### src/rtl/mmat_pkg.sv
// ----------------------------------------------------------------------------
// mmat_pkg
// Shared constants, types and controller/datapath command structures for the
// 4x4 fixed-point matrix multiply-accumulate transform core.
// ----------------------------------------------------------------------------
package mmat_pkg;

    localparam int DIM       = 4;
    localparam int FRAC_BITS = 16;
    localparam int CELLS     = DIM * DIM;
    localparam int DIM_W     = $clog2(DIM);
    localparam int CELL_W    = $clog2(CELLS);
    localparam int IDX_W     = 4;
    localparam int VAL_W     = 32;
    localparam int PROD_W    = 2 * VAL_W;
    // shifted products are below 2^(PROD_W-FRAC_BITS-1), DIM of them summed
    localparam int ACC_W     = PROD_W - FRAC_BITS + $clog2(DIM) + 1;

    typedef logic [DIM_W-1:0]         dim_idx_t;
    typedef logic [CELL_W-1:0]        cell_t;
    typedef logic [IDX_W-1:0]         idx_t;
    typedef logic signed [VAL_W-1:0]  val_t;
    typedef logic signed [PROD_W-1:0] prod_t;
    typedef logic signed [ACC_W-1:0]  acc_t;

    typedef enum logic [1:0] {
        OP_LOAD_CUR = 2'd0,
        OP_LOAD_OPD = 2'd1,
        OP_MULTIPLY = 2'd2
    } op_t;

    typedef enum logic [2:0] {
        ST_IDLE,
        ST_MAC,
        ST_DRAIN,
        ST_EMIT_RD,
        ST_EMIT_WR
    } state_t;

    typedef struct packed {
        logic  load_cur;
        logic  load_opd;
        cell_t load_addr;
        logic  mac_issue;
        cell_t mac_cur_addr;
        cell_t mac_opd_addr;
        logic  mac_first;
        logic  mac_last;
        cell_t mac_dst;
        logic  prod_rd;
        cell_t prod_addr;
        logic  emit;
        cell_t emit_addr;
        logic  emit_last;
    } cmd_t;

    typedef struct packed {
        logic pipe_busy;
        logic out_free;
    } status_t;

endpackage

### src/rtl/mmat_in_if.sv
// ----------------------------------------------------------------------------
// mmat_in_if
// Input item channel: operation, element index and element value.
// ----------------------------------------------------------------------------
interface mmat_in_if
    import mmat_pkg::*;
();
    logic valid;
    logic ready;
    logic [1:0] operation;
    idx_t element_index;
    val_t element_value;

    modport source (output valid, output operation, output element_index,
                    output element_value, input ready);
    modport sink   (input valid, input operation, input element_index,
                    input element_value, output ready);
endinterface

### src/rtl/mmat_out_if.sv
// ----------------------------------------------------------------------------
// mmat_out_if
// Result channel: product element index, value and last marker.
// ----------------------------------------------------------------------------
interface mmat_out_if
    import mmat_pkg::*;
();
    logic valid;
    logic ready;
    idx_t result_index;
    val_t result_value;
    logic last;

    modport source (output valid, output result_index, output result_value,
                    output last, input ready);
    modport sink   (input valid, input result_index, input result_value,
                    input last, output ready);
endinterface

### src/rtl/matrix4_multiply_accumulate_transform_core.sv
// ----------------------------------------------------------------------------
// matrix4_multiply_accumulate_transform_core
// Load and multiply 4x4 column-major Q16.16 matrices; emits the 16 products.
// ----------------------------------------------------------------------------
// Load transaction: ready again the next cycle after acceptance.
// Multiply: every term on one shared 32x32 MAC, then a drain until the MAC
// pipeline is empty, then each product element is read through the product
// buffer port and emitted in turn, held while the output stalls.
// Reset (async, active low) zeroes both matrices via per-entry valid bits.
module matrix4_multiply_accumulate_transform_core
    import mmat_pkg::*;
(
    input  logic        clk,
    input  logic        rst_n,
    mmat_in_if.sink     request,
    mmat_out_if.source  result
);

    cmd_t    cmd;
    status_t status;

    mmat_ctrl u_ctrl (
        .clk     (clk),
        .rst_n   (rst_n),
        .request (request),
        .status  (status),
        .cmd     (cmd)
    );

    mmat_dp u_dp (
        .clk           (clk),
        .rst_n         (rst_n),
        .cmd           (cmd),
        .element_value (request.element_value),
        .status        (status),
        .result        (result)
    );

endmodule

### src/rtl/mmat_ctrl.sv
// ----------------------------------------------------------------------------
// mmat_ctrl
// Sequencer: decodes input transactions, walks the column/row/term loops of
// the multiply and steps the result emission.
// ----------------------------------------------------------------------------
module mmat_ctrl
    import mmat_pkg::*;
(
    input  logic         clk,
    input  logic         rst_n,
    mmat_in_if.sink      request,
    input  status_t      status,
    output cmd_t         cmd
);

    state_t   state_reg, state_next;
    dim_idx_t r_reg, r_next;
    dim_idx_t c_reg, c_next;
    dim_idx_t e_reg, e_next;
    cell_t    k_reg, k_next;
    logic     idx_ok;

    assign idx_ok = int'(request.element_index) < CELLS;

    always_ff @(posedge clk or negedge rst_n)
    begin
        if (!rst_n)
        begin
            state_reg <= ST_IDLE;
            r_reg     <= '0;
            c_reg     <= '0;
            e_reg     <= '0;
            k_reg     <= '0;
        end
        else
        begin
            state_reg <= state_next;
            r_reg     <= r_next;
            c_reg     <= c_next;
            e_reg     <= e_next;
            k_reg     <= k_next;
        end
    end

    always_comb
    begin
        state_next    = state_reg;
        r_next        = r_reg;
        c_next        = c_reg;
        e_next        = e_reg;
        k_next        = k_reg;
        request.ready = 1'b0;

        cmd              = '0;
        cmd.load_addr    = cell_t'(request.element_index);
        cmd.mac_cur_addr = cell_t'(int'(r_reg) + DIM * int'(e_reg));
        cmd.mac_opd_addr = cell_t'(int'(e_reg) + DIM * int'(c_reg));
        cmd.mac_dst      = cell_t'(int'(r_reg) + DIM * int'(c_reg));
        cmd.mac_first    = (e_reg == '0);
        cmd.mac_last     = (e_reg == dim_idx_t'(DIM - 1));
        cmd.prod_addr    = k_reg;
        cmd.emit_addr    = k_reg;
        cmd.emit_last    = (k_reg == cell_t'(CELLS - 1));

        case (state_reg)
            ST_IDLE:
            begin
                request.ready = 1'b1;
                if (request.valid)
                begin
                    case (op_t'(request.operation))
                        OP_LOAD_CUR: cmd.load_cur = idx_ok;
                        OP_LOAD_OPD: cmd.load_opd = idx_ok;
                        OP_MULTIPLY:
                        begin
                            r_next     = '0;
                            c_next     = '0;
                            e_next     = '0;
                            state_next = ST_MAC;
                        end
                        default: ;
                    endcase
                end
            end
            ST_MAC:
            begin
                cmd.mac_issue = 1'b1;
                // term loop innermost, then row, then column
                if (e_reg == dim_idx_t'(DIM - 1))
                begin
                    e_next = '0;
                    if (r_reg == dim_idx_t'(DIM - 1))
                    begin
                        r_next = '0;
                        if (c_reg == dim_idx_t'(DIM - 1))
                            state_next = ST_DRAIN;
                        else
                            c_next = c_reg + 1'b1;
                    end
                    else
                        r_next = r_reg + 1'b1;
                end
                else
                    e_next = e_reg + 1'b1;
            end
            ST_DRAIN:
            begin
                if (!status.pipe_busy)
                begin
                    k_next     = '0;
                    state_next = ST_EMIT_RD;
                end
            end
            ST_EMIT_RD:
            begin
                cmd.prod_rd = 1'b1;
                state_next  = ST_EMIT_WR;
            end
            ST_EMIT_WR:
            begin
                if (status.out_free)
                begin
                    cmd.emit = 1'b1;
                    if (k_reg == cell_t'(CELLS - 1))
                        state_next = ST_IDLE;
                    else
                    begin
                        k_next     = k_reg + 1'b1;
                        state_next = ST_EMIT_RD;
                    end
                end
            end
            default:
                state_next = ST_IDLE;
        endcase
    end

endmodule

### src/rtl/mmat_dp.sv
// ----------------------------------------------------------------------------
// mmat_dp
// Datapath: current/operand matrix stores, shared multiply-accumulate
// pipeline, product buffer and the registered result stage.
// ----------------------------------------------------------------------------
module mmat_dp
    import mmat_pkg::*;
(
    input  logic        clk,
    input  logic        rst_n,
    input  cmd_t        cmd,
    input  val_t        element_value,
    output status_t     status,
    mmat_out_if.source  result
);

    localparam val_t VAL_MAX = {1'b0, {(VAL_W - 1){1'b1}}};
    localparam val_t VAL_MIN = {1'b1, {(VAL_W - 1){1'b0}}};

    function automatic val_t saturate(input acc_t s);
        if (s > acc_t'(VAL_MAX))
            return VAL_MAX;
        else if (s < acc_t'(VAL_MIN))
            return VAL_MIN;
        else
            return val_t'(s);
    endfunction

    val_t             cur_mem [CELLS];
    val_t             opd_mem [CELLS];
    val_t             prod_mem [CELLS];
    logic [CELLS-1:0] cur_vld_reg;
    logic [CELLS-1:0] opd_vld_reg;

    logic  cur_we;
    cell_t cur_waddr;
    val_t  cur_wdata;

    // pipeline: stage 1 read data, stage 2 product, stage 3 accumulator
    logic  s1_valid_reg, s2_valid_reg;
    logic  s1_first_reg, s1_last_reg, s2_first_reg, s2_last_reg;
    cell_t s1_dst_reg, s2_dst_reg;
    val_t  cur_rdata_reg, opd_rdata_reg;
    prod_t prod_reg;
    acc_t  acc_reg;
    prod_t shifted;
    acc_t  acc_sum;

    val_t  prod_rdata_reg;
    logic  out_valid_reg;
    idx_t  out_idx_reg;
    val_t  out_val_reg;
    logic  out_last_reg;

    assign cur_we    = cmd.load_cur | cmd.emit;
    assign cur_waddr = cmd.emit ? cmd.emit_addr : cmd.load_addr;
    assign cur_wdata = cmd.emit ? prod_rdata_reg : element_value;

    // entries never written since reset read as zero
    always_ff @(posedge clk or negedge rst_n)
    begin
        if (!rst_n)
        begin
            cur_vld_reg <= '0;
            opd_vld_reg <= '0;
        end
        else
        begin
            if (cur_we)
                cur_vld_reg[cur_waddr] <= 1'b1;
            if (cmd.load_opd)
                opd_vld_reg[cmd.load_addr] <= 1'b1;
        end
    end

    always_ff @(posedge clk)
    begin
        if (cur_we)
            cur_mem[cur_waddr] <= cur_wdata;
        if (cmd.mac_issue)
            cur_rdata_reg <= cur_vld_reg[cmd.mac_cur_addr] ? cur_mem[cmd.mac_cur_addr] : '0;
    end

    always_ff @(posedge clk)
    begin
        if (cmd.load_opd)
            opd_mem[cmd.load_addr] <= element_value;
        if (cmd.mac_issue)
            opd_rdata_reg <= opd_vld_reg[cmd.mac_opd_addr] ? opd_mem[cmd.mac_opd_addr] : '0;
    end

    always_ff @(posedge clk or negedge rst_n)
    begin
        if (!rst_n)
        begin
            s1_valid_reg <= 1'b0;
            s2_valid_reg <= 1'b0;
        end
        else
        begin
            s1_valid_reg <= cmd.mac_issue;
            s2_valid_reg <= s1_valid_reg;
        end
    end

    always_ff @(posedge clk)
    begin
        s1_first_reg <= cmd.mac_first;
        s1_last_reg  <= cmd.mac_last;
        s1_dst_reg   <= cmd.mac_dst;
        s2_first_reg <= s1_first_reg;
        s2_last_reg  <= s1_last_reg;
        s2_dst_reg   <= s1_dst_reg;
        prod_reg     <= prod_t'(cur_rdata_reg) * prod_t'(opd_rdata_reg);
    end

    // arithmetic shift floors toward minus infinity
    assign shifted = prod_reg >>> FRAC_BITS;
    assign acc_sum = (s2_first_reg ? acc_t'(0) : acc_reg) + acc_t'(shifted);

    always_ff @(posedge clk)
    begin
        if (s2_valid_reg)
            acc_reg <= acc_sum;
        if (s2_valid_reg && s2_last_reg)
            prod_mem[s2_dst_reg] <= saturate(acc_sum);
        if (cmd.prod_rd)
            prod_rdata_reg <= prod_mem[cmd.prod_addr];
    end

    always_ff @(posedge clk or negedge rst_n)
    begin
        if (!rst_n)
            out_valid_reg <= 1'b0;
        else if (cmd.emit)
            out_valid_reg <= 1'b1;
        else if (result.ready)
            out_valid_reg <= 1'b0;
    end

    always_ff @(posedge clk)
    begin
        if (cmd.emit)
        begin
            out_idx_reg  <= idx_t'(cmd.emit_addr);
            out_val_reg  <= prod_rdata_reg;
            out_last_reg <= cmd.emit_last;
        end
    end

    assign result.valid        = out_valid_reg;
    assign result.result_index = out_idx_reg;
    assign result.result_value = out_val_reg;
    assign result.last         = out_last_reg;

    assign status.pipe_busy = s1_valid_reg | s2_valid_reg;
    assign status.out_free  = !out_valid_reg || result.ready;

endmodule

### src/flat_wrapper.sv
// flat-port wrapper written by rule: the top's interface ports become plain ports
module matrix4_multiply_accumulate_transform_core_flat import mmat_pkg::*;
  (clk, rst_n, request_valid, request_operation, request_element_index, request_element_value, request_ready, result_valid, result_result_index, result_result_value, result_last, result_ready);
  mmat_in_if request_i ();
  mmat_out_if result_i ();
  input  logic clk;
  input  logic rst_n;
  input wire logic [$bits(request_i.valid)-1:0] request_valid;
  input wire logic [$bits(request_i.operation)-1:0] request_operation;
  input wire logic [$bits(request_i.element_index)-1:0] request_element_index;
  input wire logic [$bits(request_i.element_value)-1:0] request_element_value;
  output wire logic [$bits(request_i.ready)-1:0] request_ready;
  output wire logic [$bits(result_i.valid)-1:0] result_valid;
  output wire logic [$bits(result_i.result_index)-1:0] result_result_index;
  output wire logic [$bits(result_i.result_value)-1:0] result_result_value;
  output wire logic [$bits(result_i.last)-1:0] result_last;
  input wire logic [$bits(result_i.ready)-1:0] result_ready;
  assign request_i.valid = request_valid;
  assign request_i.operation = request_operation;
  assign request_i.element_index = request_element_index;
  assign request_i.element_value = request_element_value;
  assign request_ready = request_i.ready;
  assign result_valid = result_i.valid;
  assign result_result_index = result_i.result_index;
  assign result_result_value = result_i.result_value;
  assign result_last = result_i.last;
  assign result_i.ready = result_ready;
  matrix4_multiply_accumulate_transform_core u_core (.clk(clk), .rst_n(rst_n), .request(request_i), .result(result_i));
endmodule
### config.mk
export PLATFORM = sky130hd
export DESIGN_NAME = matrix4_multiply_accumulate_transform_core_flat
export DESIGN_NICKNAME = d
export VERILOG_FILES = /design/src/rtl/mmat_pkg.sv /design/src/rtl/mmat_in_if.sv /design/src/rtl/mmat_out_if.sv /design/src/rtl/matrix4_multiply_accumulate_transform_core.sv /design/src/rtl/mmat_ctrl.sv /design/src/rtl/mmat_dp.sv /design/src/flat_wrapper.sv
export SDC_FILE = /design/constraint.sdc
export NUM_CORES = 2
export LEC_CHECK = 0
export ABC_CLOCK_PERIOD_IN_PS = 10800
export BUFFER_PORTS_ARGS = -buffer_cell sky130_fd_sc_hd__buf_2
export CAP_MARGIN = 20
export CELL_PAD_IN_SITES_DETAIL_PLACEMENT = 2
export CELL_PAD_IN_SITES_GLOBAL_PLACEMENT = 2
export CORE_UTILIZATION = 48
export DETAILED_ROUTE_END_ITERATION = 6
export PLACE_DENSITY_LB_ADDON = 0.15
export SLEW_MARGIN = 20
export SYNTH_ARGS = -nofsm -noshare
export SYNTH_HDL_FRONTEND = slang
export SYNTH_SLANG_ARGS = --single-unit
### constraint.sdc
create_clock -name clk -period 10.8 [get_ports clk]
set_clock_uncertainty 0.1 [all_clocks]
set_input_delay 2.7 -clock clk [delete_from_list [all_inputs] [get_ports clk]]
set_output_delay 2.7 -clock clk [all_outputs]
set_load 0.05 [all_outputs]
== Word level (Yosys, flattened, before mapping) ==
Memories as Yosys holds them, arrays and structs flattened. A register that Yosys moved wholly into a read port is not among the register bits.
Cells that the tools add are included.

* Register bits: 212
* Bits in writable memories: 1536
* Input bits: 42
* Output and inout port bits: 39
* Logic and storage cells: 137
* Memories: 3

* Add/subtract/negate cells: 8
* $mul: 1
* Order comparisons: 8
* Equal/unequal tests: 19
* Multiplexer cells: 55
* Bitwise gates (word level): 4
* Reductions and logical operators: 18

{| class="wikitable"
|+ Memories
! name !! words !! width !! rd ports !! clocked after memory_dff !! write ports !! RTL line !! source
|-
| u_core.u_dp.cur_mem || 16 || 32 || 1 || 1 || 1 || mmat_dp.sv:29 || <nowiki>val_t cur_mem [CELLS];</nowiki>
|-
| u_core.u_dp.opd_mem || 16 || 32 || 1 || 1 || 1 || mmat_dp.sv:30 || <nowiki>val_t opd_mem [CELLS];</nowiki>
|-
| u_core.u_dp.prod_mem || 16 || 32 || 1 || 1 || 1 || mmat_dp.sv:31 || <nowiki>val_t prod_mem [CELLS];</nowiki>
|}

{| class="wikitable"
|+ Operator list
! kind !! number
|-
| $mux W32 || 4
|-
| $mul A32 B32 Y64 || 1
|-
| $add A51 B48 Y51 || 1
|-
| $gt A51 B32 Y1 const B || 1
|-
| $lt A51 B32 Y1 const B || 1
|-
| $mux W51 || 1
|-
| $or A16 B16 Y16 || 2
|-
| $mux W2 || 11
|-
| $mux W3 || 7
|-
| $lt A4 B5 Y1 const B || 4
|-
| $mux W1 || 19
|-
| $mux W4 || 4
|-
| $pmux W3 S5 || 1
|-
| $ne A2 B2 Y1 const B || 7
|-
| $add A2 B4 Y4 || 3
|-
| $pmux W2 S2 || 3
|-
| $bmux W1 S4 || 2
|-
| $demux W1 S4 || 2
|-
| $eq A2 B2 Y1 const B || 4
|-
| $ge A4 B1 Y1 const B || 2
|-
| $pmux W4 S2 || 1
|-
| $reduce_and A4 Y1 || 2
|-
| $reduce_and A7 Y1 || 1
|-
| $add A2 B1 Y2 const B || 3
|-
| 16 further kinds || 26
|}

== Logic depth before layout (Yosys ltp) ==
* Word-level depth: 10
* Depth in mapped cells: 29
* Gate-level depth less buffers: 28

== Hierarchy ==
A second synthesis with hierarchy kept.

* Cell total of the unflattened synthesis: 7049
* Area total of the unflattened synthesis: 106724.9 µm²

{| class="wikitable"
|+ Modules (own cells, without submodules)
! module !! instances !! cells each !! area an instance (µm²) !! sequential area each (µm²)
|-
| mmat_dp || 1 || 6942 || 105720.1 || 53726.5
|-
| mmat_ctrl || 1 || 107 || 1004.7 || 325.3
|}

== Worst setup path before layout ==
OpenSTA, ideal clock, no wires.

* Path type: reg2reg
* From: register u_core.u_dp.cur_rdata_reg[31], read port of u_core.u_dp.cur_mem
* To: register u_core.u_dp.prod_reg[63]
* Library setup time: 0.121 ns
* Arrival: 8.050 ns
* Required time: 10.579 ns
* Setup slack: 2.529 ns
* Stages on the path, launching flop included: 30
* Buffers on the path: 1
* Period minus slack after synthesis: 8.271 ns
* Cells stage by stage: edfxtp_1 > clkbuf_1 > nand2_1 > inv_1 > fa_1 > inv_1 > fa_1 > inv_1 > fa_1 > fa_1 > inv_1 > fa_1 > inv_1 > fa_1 > inv_1 > fa_1 > fa_1 > inv_1 > ha_1 > a21o_1 > a21o_1 > a21o_1 > a21o_1 > a21o_1 > a21o_1 > a221o_1 > a31o_2 > a21oi_1 > o21bai_1 > xnor2_1

* Cells in the longest elaborated chain, start to end: 1

{| class="wikitable"
|+ Ends and longest elaborated chain
! element !! RTL line !! source
|-
| start, declared || mmat_dp.sv:43 || <nowiki>val_t cur_rdata_reg, opd_rdata_reg;</nowiki>
|-
| $mul A32 B32 Y64 || mmat_dp.sv:114 || <nowiki>prod_reg <= prod_t'(cur_rdata_reg) * prod_t'(opd_rdata_reg);</nowiki>
|-
| end signal, assigned || mmat_dp.sv:114 ||
|-
| end, declared || mmat_dp.sv:44 || <nowiki>prod_t prod_reg;</nowiki>
|}

No other way between the ends.
A chain may end at the register's enable or synchronous reset.

== Worst setup path in the final report ==
Ends and elaborated chain as after synthesis.

==> flow_summary.toml <==
[status]
result_of_the_run = "finished, final reports clean"

[layout]
finish.utilization_pct = 53.3
reg_top3 = "u_core.u_dp.cur_mem x512, u_core.u_dp.opd_mem x512, u_core.u_dp.prod_mem x512"
multiInputGateArea_mm2 = 0.0487
fillCellCount = 20011
num-nets-final = 8912
post_route_cells_drive_above_1_share_pct = 14.7
ff_latch_area_mm2 = 0.0541
area_delta_synth_final_pct = 10.1

[yosys]
avg_inst_size_synth_um2 = 14.4
ys.flop_type = "sky130_fd_sc_hd__edfxtp_1"
synth_edf_count = 1720
synth_top_cell_by_area = "sky130_fd_sc_hd__edfxtp_1"
top_area_cell_type_share_of_the_netlist_area_pct = 47.9
synthesis.nets = 8840
ys_async_rst_share_pct = 2.63
post_synth_main_area_contributors = "sky130_fd_sc_hd__edfxtp_1, sky130_fd_sc_hd__fa_1, sky130_fd_sc_hd__mux4_2, sky130_fd_sc_hd__inv_1, sky130_fd_sc_hd__and2_1"
yosysUniqueCellTypes = 104
synth_most_common_cell = "sky130_fd_sc_hd__edfxtp_1"
mappedNetlistArea_mm2 = 0.108
number_of_warnings_reported_in_the_yosys_synthesis_log = 0
portion_of_the_post_synthesis_area_used_by_sequential_elements_pct = 50.2
synth.top_cells.by_count = "sky130_fd_sc_hd__edfxtp_1, sky130_fd_sc_hd__fa_1, sky130_fd_sc_hd__inv_1, sky130_fd_sc_hd__nand2_1, sky130_fd_sc_hd__and2_1"
cells_after_synth = 7481
ys_seq_elements = 1828

[setup_path]
cpPeakStageDelay_ns = 0.72
kind_of_critical_path = "flip-flop to flip-flop"
slowest_stage = "sky130_fd_sc_hd__fa_1"
path_common_cell = "sky130_fd_sc_hd__fa_1"
r2r_cells = 29
timing.rr.end = "u_core.u_dp.prod_reg[63]"
worstPathMaxFanout = 27
worst_reg_to_reg_setup_slack_ns = 0.91
arrival_worst_endpoint_ns = 10.50
cell_type_group_with_the_largest_total_delay_on_the_critical_path = "adder cells"
setup.worst_path.end_class = "flip-flop"
buffers_inverters_on_critical_path = 8
crit-reg2reg-launch = "u_core.u_dp.cur_rdata_reg[31]"
critPathRequiredTime_ns = 11.41
critical_path.startpoint_type = "flip-flop"

[global_routing]
number_of_antenna_violations_at_the_first_check_in_global_routing = 34
overflow = 0
grt_max_degree = 115
via_count_of_the_first_global_routing_pass = 76516
grt_pass1_wl_um = 591000
grtUsageTotal_pct = 37.6

[sta]
worst_pin_slew_ns = 1.20
hold_violations = 0
setup_viol = 0
layout_worst_path_cycle_share_pct = 91.6
final.setup.tns_ns = 0
timing_max_transition_violations_final = 0
finalWorstPathRequiredPeriod_ns = 9.89
grt_setup_unrepaired = "false"
maxSlewHeadroom_pct = 18.9
clock.fmax_ghz = 0.101

[place]
finalWeightedCongestion = 0.848
numPortBuffers = 80
dpl.hpwl_um = 267000

[routing]
total_vias_in_the_final_route = 68009
dr.first_iter.drc_count = 7482
drcViolationCount = 0
first_pass_iters = 6
detail_route.wirelength_um = 417000
detail_route.wl_per_cell_um = 38.9
via_per_inst = 6.35
final_antenna_violating_net_count = 0

[min_path]
timing.hold.worst.start = "u_core.u_dp.s1_dst_reg[0]"
hold-path-cell-count = 0
holdPathEnd = "u_core.u_dp.s2_dst_reg[0]"
hold_path.class = "flip-flop to flip-flop"

[die]
floorplan.die.width_um = 476
core_mm2 = 0.223
boundaryPins = 81
floorplan.initialDensity_pct = 48.4
die_area_mm2 = 0.226
die_h_um = 476
fp-row-count = 173

[clock_network]
cts_post_setup_buffers_inserted = 0
cts_max_path_buffers = 3
h_tree_depth = 4
clock_sinks = 1828
clock_tree.root_cell = "sky130_fd_sc_hd__clkbuf_16"
clkTransAtPathRegs_ns = 0.07
cts_resized = 0
cts_hold_buf = 0
clkLatencyLatePin_ns = 0.91
tritoncts = "yes"
cts_buffers = 191

[run]
maxCapViolations = 0
## placed cells by master, fill, tap and decap left out, types with 40 or more instances in the layout
| cell | netlist | routed |
|---|---|---|
| sky130_fd_sc_hd__edfxtp_1 | 1720 | 1720 |
| sky130_fd_sc_hd__nor2b_1 | 131 | 130 |
| sky130_fd_sc_hd__ha_1 | 235 | 235 |
| sky130_fd_sc_hd__dfxtp_1 | 60 | 59 |
| sky130_fd_sc_hd__a21oi_1 | 126 | 126 |
| sky130_fd_sc_hd__mux4_2 | 392 | 392 |
| sky130_fd_sc_hd__clkbuf_16 | 0 | 192 |
| sky130_fd_sc_hd__nor2_1 | 149 | 109 |
| sky130_fd_sc_hd__buf_4 | 3 | 166 |
| sky130_fd_sc_hd__xnor2_1 | 68 | 68 |
| sky130_fd_sc_hd__a21o_1 | 52 | 52 |
| sky130_fd_sc_hd__nand2_1 | 785 | 783 |
| sky130_fd_sc_hd__o21ai_0 | 109 | 107 |
| sky130_fd_sc_hd__inv_1 | 1016 | 1013 |
| sky130_fd_sc_hd__mux2i_1 | 109 | 109 |
| sky130_fd_sc_hd__buf_2 | 10 | 80 |
| sky130_fd_sc_hd__clkbuf_1 | 297 | 41 |
| sky130_fd_sc_hd__and2_1 | 506 | 504 |
| sky130_fd_sc_hd__fa_1 | 1082 | 1082 |
| sky130_fd_sc_hd__nor2_4 | 0 | 40 |
## how the worst max path moves through the flow
stage                                        startpoint                        to  slack (ns)  cells past startpoint
after floorplan           u_core.u_dp.cur_rdata_reg[31]  u_core.u_dp.prod_reg[63]        2.53                     29
after global placement     u_core.u_dp.opd_rdata_reg[0]  u_core.u_dp.prod_reg[63]        1.68                     27
after global routing      u_core.u_dp.cur_rdata_reg[31]  u_core.u_dp.prod_reg[63]        0.55                     29
final                     u_core.u_dp.cur_rdata_reg[31]  u_core.u_dp.prod_reg[63]        0.91                     29
after detailed placement  u_core.u_dp.cur_rdata_reg[31]  u_core.u_dp.prod_reg[63]        1.24                     29
after CTS                 u_core.u_dp.cur_rdata_reg[31]  u_core.u_dp.prod_reg[63]        0.94                     29
## cells by family after synthesis
group	after synthesis	synth area share (%)
buf+inv	1394	5.00
fa+ha+maj	1317	22.8
mux	524	9.45
compound gates	534	3.49
flops	1828	50.2
simple gates	1786	8.25
xor+xnor	98	0.804
## per-layer routing
metal	vias to the layer above	GRT usage, %	wire [um]
met5	-	0	114
met4	18	23.0	30600
met3	1294	5.89	30200
met2	3923	62.9	205000
met1	37028	46.0	151000
li1	25746	-	-
## per-stage QoR
| stage | cells | worst slack, ns | cell area, um^2 | hold slack [ns] |
|---|---|---|---|---|
| final | 10702 | 0.907 | 119000 | 0.251 |
| after global routing | 10697 | 0.553 | 119000 | 0.249 |
| after CTS | 10690 | 0.942 | 119000 | 0.248 |
| after detailed placement | 10332 | 1.24 | 112000 | 0.216 |
| after global placement | 10332 | 1.68 | 112000 | 0.214 |
| after floorplan | 7481 | 2.53 | 108000 | 0.210 |
## area by class of cell
type | count | share of cell area, %
sequential | 1828 | 45.6
timing repair buffer | 255 | 1.52
clock inverter | 107 | 1.06
tap | 2975 | 3.14
inverter | 1018 | 3.22
antenna | 9 | 0.0190
clock buffer | 251 | 4.39
multi-input combinational | 4259 | 41.1
Power is not shown: default switching activity piles up to over one toggle a cycle in this logic, so the estimate is an artifact.
